## src/design/epcal_pkg.sv

```systemverilog
package epcal_pkg;

	localparam int SECONDS_WIDTH_DEF = 32;

	localparam int IN_DATA_W  = 32;
	localparam int OUT_DATA_W = 48;
	localparam int TOD_W      = 17;
	localparam int SPAN_W     = 25;
	localparam int PC_W       = 3;

	localparam int DAYS_PER_YEAR = 365;

	localparam logic [11:0] EPOCH_YEAR     = 12'd1970;
	localparam logic [1:0]  EPOCH_MOD4     = 2'd2;
	localparam logic [6:0]  EPOCH_MOD100   = 7'd70;
	localparam logic [8:0]  EPOCH_MOD400   = 9'd370;
	localparam logic [TOD_W-1:0] SECS_PER_DAY  = 17'd86400;
	localparam logic [TOD_W-1:0] SECS_PER_HOUR = 17'd3600;
	localparam logic [TOD_W-1:0] SECS_PER_MIN  = 17'd60;
	localparam logic [SPAN_W-1:0] SECS_PER_YEAR      = SPAN_W'(DAYS_PER_YEAR * SECS_PER_DAY);
	localparam logic [SPAN_W-1:0] SECS_PER_LEAP_YEAR =
		SPAN_W'((DAYS_PER_YEAR + 1) * SECS_PER_DAY);

	typedef enum logic [2:0] {
		OP_IDLE,
		OP_YEAR,
		OP_MONTH,
		OP_DAY,
		OP_HOUR,
		OP_MIN,
		OP_DONE
	} op_t;

	typedef struct packed {
		op_t             op;
		logic [PC_W-1:0] nxt;
		logic [PC_W-1:0] jmp;
	} ucode_t;

	localparam logic [PC_W-1:0] ST_IDLE  = 3'd0;
	localparam logic [PC_W-1:0] ST_YEAR  = 3'd1;
	localparam logic [PC_W-1:0] ST_MONTH = 3'd2;
	localparam logic [PC_W-1:0] ST_DAY   = 3'd3;
	localparam logic [PC_W-1:0] ST_HOUR  = 3'd4;
	localparam logic [PC_W-1:0] ST_MIN   = 3'd5;
	localparam logic [PC_W-1:0] ST_DONE  = 3'd6;

	// nxt is taken when the step condition holds, jmp otherwise
	function automatic ucode_t ucode_rom(input logic [PC_W-1:0] pc);
		ucode_t w;
		unique case (pc)
			ST_IDLE:  w = '{OP_IDLE,  ST_YEAR,  ST_IDLE};
			ST_YEAR:  w = '{OP_YEAR,  ST_MONTH, ST_YEAR};
			ST_MONTH: w = '{OP_MONTH, ST_DAY,   ST_MONTH};
			ST_DAY:   w = '{OP_DAY,   ST_HOUR,  ST_DAY};
			ST_HOUR:  w = '{OP_HOUR,  ST_MIN,   ST_HOUR};
			ST_MIN:   w = '{OP_MIN,   ST_DONE,  ST_MIN};
			ST_DONE:  w = '{OP_DONE,  ST_IDLE,  ST_DONE};
			default:  w = '{OP_IDLE,  ST_IDLE,  ST_IDLE};
		endcase
		return w;
	endfunction

	// length of the month in seconds
	function automatic logic [SPAN_W-1:0] month_secs(input logic [3:0] month, input logic leap);
		logic [SPAN_W-1:0] s;
		unique case (month)
			4'd1, 4'd3, 4'd5, 4'd7, 4'd8, 4'd10, 4'd12: s = SPAN_W'(31 * SECS_PER_DAY);
			4'd4, 4'd6, 4'd9, 4'd11:                    s = SPAN_W'(30 * SECS_PER_DAY);
			4'd2: s = leap ? SPAN_W'(29 * SECS_PER_DAY) : SPAN_W'(28 * SECS_PER_DAY);
			default:                                    s = SPAN_W'(31 * SECS_PER_DAY);
		endcase
		return s;
	endfunction

	// month length in days, mod 7
	function automatic logic [1:0] month_wd_step(input logic [3:0] month, input logic leap);
		logic [1:0] d;
		unique case (month)
			4'd1, 4'd3, 4'd5, 4'd7, 4'd8, 4'd10, 4'd12: d = 2'd3;
			4'd4, 4'd6, 4'd9, 4'd11:                    d = 2'd2;
			4'd2:                                       d = leap ? 2'd1 : 2'd0;
			default:                                    d = 2'd3;
		endcase
		return d;
	endfunction

	function automatic logic [2:0] add_mod7(input logic [2:0] a, input logic [1:0] b);
		logic [3:0] s;
		s = {1'b0, a} + {2'b00, b};
		return (s >= 4'd7) ? 3'(s - 4'd7) : s[2:0];
	endfunction

endpackage

```

## src/design/epoch_seconds_to_calendar_date_unit.sv

```systemverilog
// Converts a count of seconds since 1970-01-01 00:00 UTC into a Gregorian date
// and time of day, plus a weekday index (0 is Thursday, the epoch day).
// Input channel s_*: one beat per timestamp; only the low SECONDS_WIDTH bits count.
// Output channel m_*: one beat per input beat, in the same order.
// A small microcode table steps a shared compare-and-subtract datapath over the
// remaining seconds, taking off a year, month, day, hour or minute at a time;
// each of those five loops closes once the remaining seconds fall below its unit.
// At the default width the year loop takes the most steps.
// One item is in flight at a time; s_tready is high only while the sequencer
// sits in its idle step, in the cycle after a result is loaded. The finished result
// sits in an output register, so the next beat is accepted while the previous
// result waits on m_tready.
// If the receiver stalls with a result still held, the sequencer waits in its
// last step until the register frees up; nothing is dropped.
// Reset (arst_n low) returns the sequencer to idle and clears m_tvalid.
module epoch_seconds_to_calendar_date_unit
	import epcal_pkg::*;
#(
	parameter int SECONDS_WIDTH = SECONDS_WIDTH_DEF
) (
	input  logic                  clk,
	input  logic                  arst_n,
	input  logic                  s_tvalid,
	output logic                  s_tready,
	input  logic [IN_DATA_W-1:0]  s_tdata,  // [31:0] epoch_seconds
	output logic                  m_tvalid,
	input  logic                  m_tready,
	// [11:0] year, [15:12] month, [20:16] day_of_month, [25:21] hour,
	// [31:26] minute, [37:32] second, [40:38] weekday, [47:41] zero
	output logic [OUT_DATA_W-1:0] m_tdata
);

	localparam int SW = SECONDS_WIDTH;

	logic [PC_W-1:0]  pc_q;
	logic             m_tvalid_q;
	logic [OUT_DATA_W-1:0] m_tdata_q;

	logic [SW-1:0]    left_q;
	logic [11:0]      year_q;
	logic [1:0]       mod4_q;
	logic [6:0]       mod100_q;
	logic [8:0]       mod400_q;
	logic [3:0]       month_q;
	logic [4:0]       day_q;
	logic [4:0]       hour_q;
	logic [5:0]       min_q;
	logic [2:0]       wd_q;

	ucode_t           uw;
	logic             go;
	logic [SW+IN_DATA_W-1:0] secs_ext;
	logic [SW-1:0]    secs_in;
	logic             leap;
	logic [SPAN_W-1:0] ylen;
	logic [SPAN_W-1:0] mlen;
	logic [SW-1:0]    span;
	logic [1:0]       wd_step;
	logic             left_lt;

	assign secs_ext = {{SW{1'b0}}, s_tdata};
	assign secs_in  = secs_ext[SW-1:0];

	assign uw = ucode_rom(pc_q);

	assign leap = (mod400_q == 9'd0) || ((mod100_q != 7'd0) && (mod4_q == 2'd0));
	assign ylen = leap ? SECS_PER_LEAP_YEAR : SECS_PER_YEAR;
	assign mlen = month_secs(month_q, leap);

	// the control word picks the unit taken off the remaining seconds
	always_comb begin
		unique case (uw.op)
			OP_YEAR: begin
				span    = SW'(ylen);
				wd_step = leap ? 2'd2 : 2'd1;
			end
			OP_MONTH: begin
				span    = SW'(mlen);
				wd_step = month_wd_step(month_q, leap);
			end
			OP_DAY: begin
				span    = SW'(SECS_PER_DAY);
				wd_step = 2'd1;
			end
			OP_HOUR: begin
				span    = SW'(SECS_PER_HOUR);
				wd_step = 2'd0;
			end
			OP_MIN: begin
				span    = SW'(SECS_PER_MIN);
				wd_step = 2'd0;
			end
			default: begin
				span    = '0;
				wd_step = 2'd0;
			end
		endcase
	end

	assign left_lt = (left_q < span);

	always_comb begin
		unique case (uw.op)
			OP_IDLE:  go = s_tvalid;
			OP_YEAR:  go = left_lt;
			OP_MONTH: go = left_lt;
			OP_DAY:   go = left_lt;
			OP_HOUR:  go = left_lt;
			OP_MIN:   go = left_lt;
			OP_DONE:  go = !m_tvalid_q || m_tready;
			default:  go = 1'b1;
		endcase
	end

	assign s_tready = (uw.op == OP_IDLE);
	assign m_tvalid = m_tvalid_q;
	assign m_tdata  = m_tdata_q;

	always_ff @(posedge clk or negedge arst_n) begin
		if (!arst_n) begin
			pc_q       <= ST_IDLE;
			m_tvalid_q <= 1'b0;
		end else begin
			pc_q <= go ? uw.nxt : uw.jmp;
			if (uw.op == OP_DONE && go) begin
				m_tvalid_q <= 1'b1;
			end else if (m_tready) begin
				m_tvalid_q <= 1'b0;
			end
		end
	end

	always_ff @(posedge clk) begin
		unique case (uw.op)
			OP_IDLE: begin
				if (s_tvalid) begin
					left_q   <= secs_in;
					year_q   <= EPOCH_YEAR;
					mod4_q   <= EPOCH_MOD4;
					mod100_q <= EPOCH_MOD100;
					mod400_q <= EPOCH_MOD400;
					month_q  <= 4'd1;
					day_q    <= 5'd0;
					hour_q   <= 5'd0;
					min_q    <= 6'd0;
					wd_q     <= 3'd0;
				end
			end
			OP_YEAR: begin
				if (!go) begin
					left_q   <= left_q - span;
					year_q   <= year_q + 12'd1;
					mod4_q   <= mod4_q + 2'd1;
					mod100_q <= (mod100_q == 7'd99) ? 7'd0 : mod100_q + 7'd1;
					mod400_q <= (mod400_q == 9'd399) ? 9'd0 : mod400_q + 9'd1;
					wd_q     <= add_mod7(wd_q, wd_step);
				end
			end
			OP_MONTH: begin
				if (!go) begin
					left_q  <= left_q - span;
					month_q <= month_q + 4'd1;
					wd_q    <= add_mod7(wd_q, wd_step);
				end
			end
			OP_DAY: begin
				if (!go) begin
					left_q <= left_q - span;
					day_q  <= day_q + 5'd1;
					wd_q   <= add_mod7(wd_q, wd_step);
				end
			end
			OP_HOUR: begin
				if (!go) begin
					left_q <= left_q - span;
					hour_q <= hour_q + 5'd1;
				end
			end
			OP_MIN: begin
				if (!go) begin
					left_q <= left_q - span;
					min_q  <= min_q + 6'd1;
				end
			end
			OP_DONE: begin
				// what is left of the seconds is below one minute here
				if (go) begin
					m_tdata_q <= {7'd0, wd_q, left_q[5:0], min_q, hour_q,
						day_q + 5'd1, month_q, year_q};
				end
			end
			default: begin
			end
		endcase
	end

	// a beat taken at idle starts the year loop
	assert property (@(posedge clk) disable iff (!arst_n)
		(s_tvalid && s_tready) |=> (pc_q == ST_YEAR))
		else $error("sequencer did not start after accept");

	// leaving the last step always fills the output register
	assert property (@(posedge clk) disable iff (!arst_n)
		(uw.op == OP_DONE && go) |=> m_tvalid)
		else $error("result lost at end of program");

	// month stays in 1 to 12 and day of month is never zero
	assert property (@(posedge clk) disable iff (!arst_n)
		m_tvalid |-> (m_tdata[15:12] != 4'd0 && m_tdata[15:12] <= 4'd12
			&& m_tdata[20:16] != 5'd0))
		else $error("month or day out of range");

	// time of day and weekday fields stay in range
	assert property (@(posedge clk) disable iff (!arst_n)
		m_tvalid |-> (m_tdata[25:21] < 5'd24 && m_tdata[31:26] < 6'd60
			&& m_tdata[37:32] < 6'd60 && m_tdata[40:38] < 3'd7))
		else $error("time of day or weekday out of range");

endmodule
```

## config.mk

```make
export PLATFORM = sky130hd
export DESIGN_NAME = epoch_seconds_to_calendar_date_unit
export DESIGN_NICKNAME = d
export VERILOG_FILES = /design/src/design/epcal_pkg.sv /design/src/design/epoch_seconds_to_calendar_date_unit.sv
export SDC_FILE = /design/constraint.sdc
export NUM_CORES = 1
export LEC_CHECK = 0
export ABC_AREA = 1
export BUFFER_PORTS_ARGS = -buffer_cell sky130_fd_sc_hd__buf_2
export CAP_MARGIN = 20
export CORE_MARGIN = 2
export CORE_UTILIZATION = 54
export CTS_CLUSTER_DIAMETER = 80
export DETAILED_ROUTE_END_ITERATION = 7
export MAX_ROUTING_LAYER = met4
export PLACE_DENSITY = 0.77
export SYNTH_ARGS = -nofsm -noshare
export SYNTH_HDL_FRONTEND = slang
export SYNTH_SLANG_ARGS = --single-unit
```

## constraint.sdc

```tcl
create_clock -name clk -period 4.1 [get_ports clk]
set_input_delay 0.41 -clock clk [delete_from_list [all_inputs] [get_ports clk]]
set_output_delay 0.41 -clock clk [all_outputs]
set_load 0.02 [all_outputs]
```

==> metrics.md <==
| Metric | Value |
|---|---|
| Status | `complete, no violations` |
| R2r setup slk | `430 ps` |
| Total gr overflow | `0` |
| Synth area leaders | `edfxtp_1 (48%), nand2_1 (11%), inv_1 (6.1%)` |
| Die ar. | `15500 um2` |
| Hold Path Depth | `2` |
| Total Wirelength | `17.4 mm` |
| Worst R2R Start | `mod400_q[0]` |
| Min-delay src | `m_tready` |
| CTS tree | `built` |
| Yosys top cell by area | `edfxtp_1` |
| Setup Viol. Count Final | `0` |
| GRT Util Overall | `23.8%` |
| Avg WL per Cell | `14.4 um` |
| Hold Fails Final Rpt | `0` |
| Arrival time worst endpoint | `3800 ps` |
| Post-CTS Setup Bufs | `0` |
| CP cell instances | `inv_1 -> ha_1 -> nand2_1 -> nor4_1 -> nand2_1 -> nand2_1 -> inv_1 -> o22ai_1 -> nor2_1 -> ha_1 -> nand2_1 -> nor2_2 -> nand2_1 -> nand3b_4 -> nand2_2 -> nand2_2 -> nand3_4 -> nand3_4 -> a21oi_2 -> buf_12` |
| Hold Worst Slack | `194 ps` |
| Sequential-to-total area share from yosys stat | `49.6%` |
| Pwr dens | `983 nW/um2` |
| Setup_tns | `0 ps` |
| Post-route DRC violation count | `0` |
| Worst-path fanout max | `30` |
| Reg2reg end | `mod4_q[1]` |
| Seq cells post-synth | `130` |
| Worst R2R Path Depth | `20` |
| Post-Syn Area | `7830 um2` |
| CP max stage cell | `edfxtp_1` |
| PnR worst setup slack | `428 ps` |
| Most frequent cells after synthesis | `nand2_1 (235), inv_1 (128), edfxtp_1 (126)` |
| Initial core utilization | `54.5%` |
| Synth warn | `0` |
| Most used cell along the critical path | `nand2_1` |
| Pre-Repair DR Iteration Count | `5` |
| Post-synthesis cell count | `922` |
| Row Count | `44` |
| Die X | `124 um` |
| TritonCTS Buffers | `17` |
| LEAKAGE | `0.00413 uW` |
| Worst vdd rail ir drop | `0.513 mV` |
| Fin crit period | `3670 ps` |
| EDFF count, synth | `126` |
| Core ar. | `14400 um2` |
| Longest Clk Path Bufs | `2` |
| Required time of the critical path | `4230 ps` |
| CTS Root Cell | `clkbuf_16` |
| Slowest stage delay, CP | `430 ps` |
| Crit Path Category | `flip-flop to flip-flop` |
| H-tree levels | `4` |
| Async set or reset register ratio after synthesis | `3.08%` |
| Worst skew pair latency | `430 ps` |
| Final Cycle Share | `89.6%` |
| Top-count cell post-synth | `nand2_1` |
| Hold EP | `m_tvalid` |
| Largest net degree at the start of global routing | `43` |
| Vias per cell | `5.25` |
| Most used DFF post-synth | `edfxtp_1` |
| I/O pin cnt | `86` |
| Worst rel slew slack | `62.5%` |
| Avg Inst Size Synth | `8.50 um2` |
| Yosys cell types | `42` |
| Worst Hold Class | `primary input to flip-flop` |
| Non-filler cells, final | `1211` |
| Post-route ant nets | `0` |
| First-pass GRT wire length | `28.8 mm` |
| Clk slew on worst S/H paths | `60 ps` |
| Top cell type's share of synthesized area | `48.3%` |
| Clk sink count | `130` |
| Antenna cells | `0` |
| Place WS | `490 ps` |
| Clk_skew | `7.83 ps` |
| Placer Congestion | `0.968` |
| F_max | `272 MHz` |
| Slew @ Worst Pin | `562 ps` |
| Max_cap viols | `0` |
| Die height | `124 um` |
| Worst setup SP type | `flip-flop` |
| Critical Path Sink Type | `flip-flop` |
| Max Slew Vio Count | `0` |
| Initial antenna violation count | `0` |
| Port bufs | `78` |
| Inst Count DP | `1179` |
| RSZ-0062 raised after global routing | `no` |
| Iteration-0 DRC count of the detailed router | `499` |
| Final nets | `1090` |
| Layout cells sized above 1 | `16.3%` |
| Post-detail-place hpwl | `12.7 mm` |
| DR vias | `6360` |
| Number of global-route vias before repair | `6117` |
| Synth-to-Final Area Change | `15.4%` |
==> worst max-delay path: cells and delay by family, from the launching register on <==
| family | cells | cell delay (ps) |
|---|---|---|
| flops | 1 | 430 |
| compound gates | 2 | 560 |
| buf+inv | 3 | 390 |
| simple gates | 13 | 1440 |
| fa+ha+maj | 2 | 490 |
==> what timing repair did <==
action | CTS | global route
resized for setup | 0 | 1
setup endpoints to repair | 0 | 4
hold endpoints to repair | 4 | 0
hold buffers | 1 | 0
==> registers in the layout, summed over array words and instances, names as in the netlist <==
name and count:
m_tdata 41, left_q 32, year_q 12, mod400_q 9, mod100_q 7, min_q 6
day_q 5, hour_q 5, month_q 4, pc_q 3, wd_q 3, mod4_q 2
m_tvalid 1
==> logic make-up (layout without fill, tap and decap cells) <==
| family | Yosys count | in the layout | synth area share (%) |
|---|---|---|---|
| AND/OR/NAND/NOR | 462 | 462 | 26.0 |
| XOR/XNOR | 17 | 17 | 1.90 |
| other | 1 | 7 | 0.0479 |
| buffers and inverters | 164 | 263 | 8.42 |
| flip-flops | 130 | 130 | 49.6 |
| AO/OA/AOI/OAI | 109 | 109 | 7.65 |
| adder cells (fa/ha/maj) | 39 | 39 | 6.42 |
==> per-layer routing <==
metal | share of wire (%) | track usage (%) | up-vias
met2 | 48 | 38.7 | 233
met1 | 44 | 29.7 | 2863
met4 | 2.4 | 9.58 | 0
met5 | 0 | - | -
met3 | 6.0 | 4.47 | 39
li1 | - | - | 3225
==> through the flow <==
stage	util, %	power [uW]	instance area [um2]
2_1_floorplan	-	6110	7860
3_3_place_gp	58.7	7180	8440
5_1_grt	62.9	9640	9040
4_1_cts	62.9	8860	9040
3_5_place_dp	58.7	7270	8440
6_report	62.9	8890	9040
==> final cells by class <==
type / count / area (um2)
flip-flops and latches: 130 / 3880
fillers: 1233 / 5330
repair buffers: 86 / 465
multi-input cells: 634 / 3320
clock inverters: 13 / 163
inverters: 146 / 548
clock buffers: 18 / 429
well taps: 184 / 230
==> worst max path at each step <==
stage | start | end | cells after the start
after global routing | mod400_q[0] | mod4_q[1] | 23
after global placement | mod400_q[0] | mod100_q[3] | 20
after detailed placement | mod100_q[0] | month_q[3] | 20
final | mod400_q[0] | mod4_q[1] | 20
after CTS | mod400_q[0] | mod4_q[1] | 20
after floorplan | mod400_q[0] | left_q[10] | 19
==> report_power, final <==
| group | internal (uW) | switching, uW |
|---|---|---|
| clock network | 952 | 587 |
| logic | 1600 | 3150 |
| registers | 2290 | 316 |
| total | 4840 | 4050 |
==> placed cells by master (no fill, tap or decap), types with 5 or more instances in the layout <==
master / instances
or2_2: 8
xnor2_1: 11
ha_1: 37
a21oi_2: 8
buf_2: 78
buf_4: 6
clkbuf_16: 17
a21oi_1: 42
inv_2: 18
edfxtp_1: 126
nand2_2: 5
o21ai_1: 6
nor2_2: 5
nand4_1: 13
nand2_1: 235
o21ai_0: 40
nand3_1: 56
conb_1: 7
inv_1: 128
nor2_1: 96
nor3_1: 18
xor2_1: 6
No activity file was read; power rests on OpenSTA's default activity.
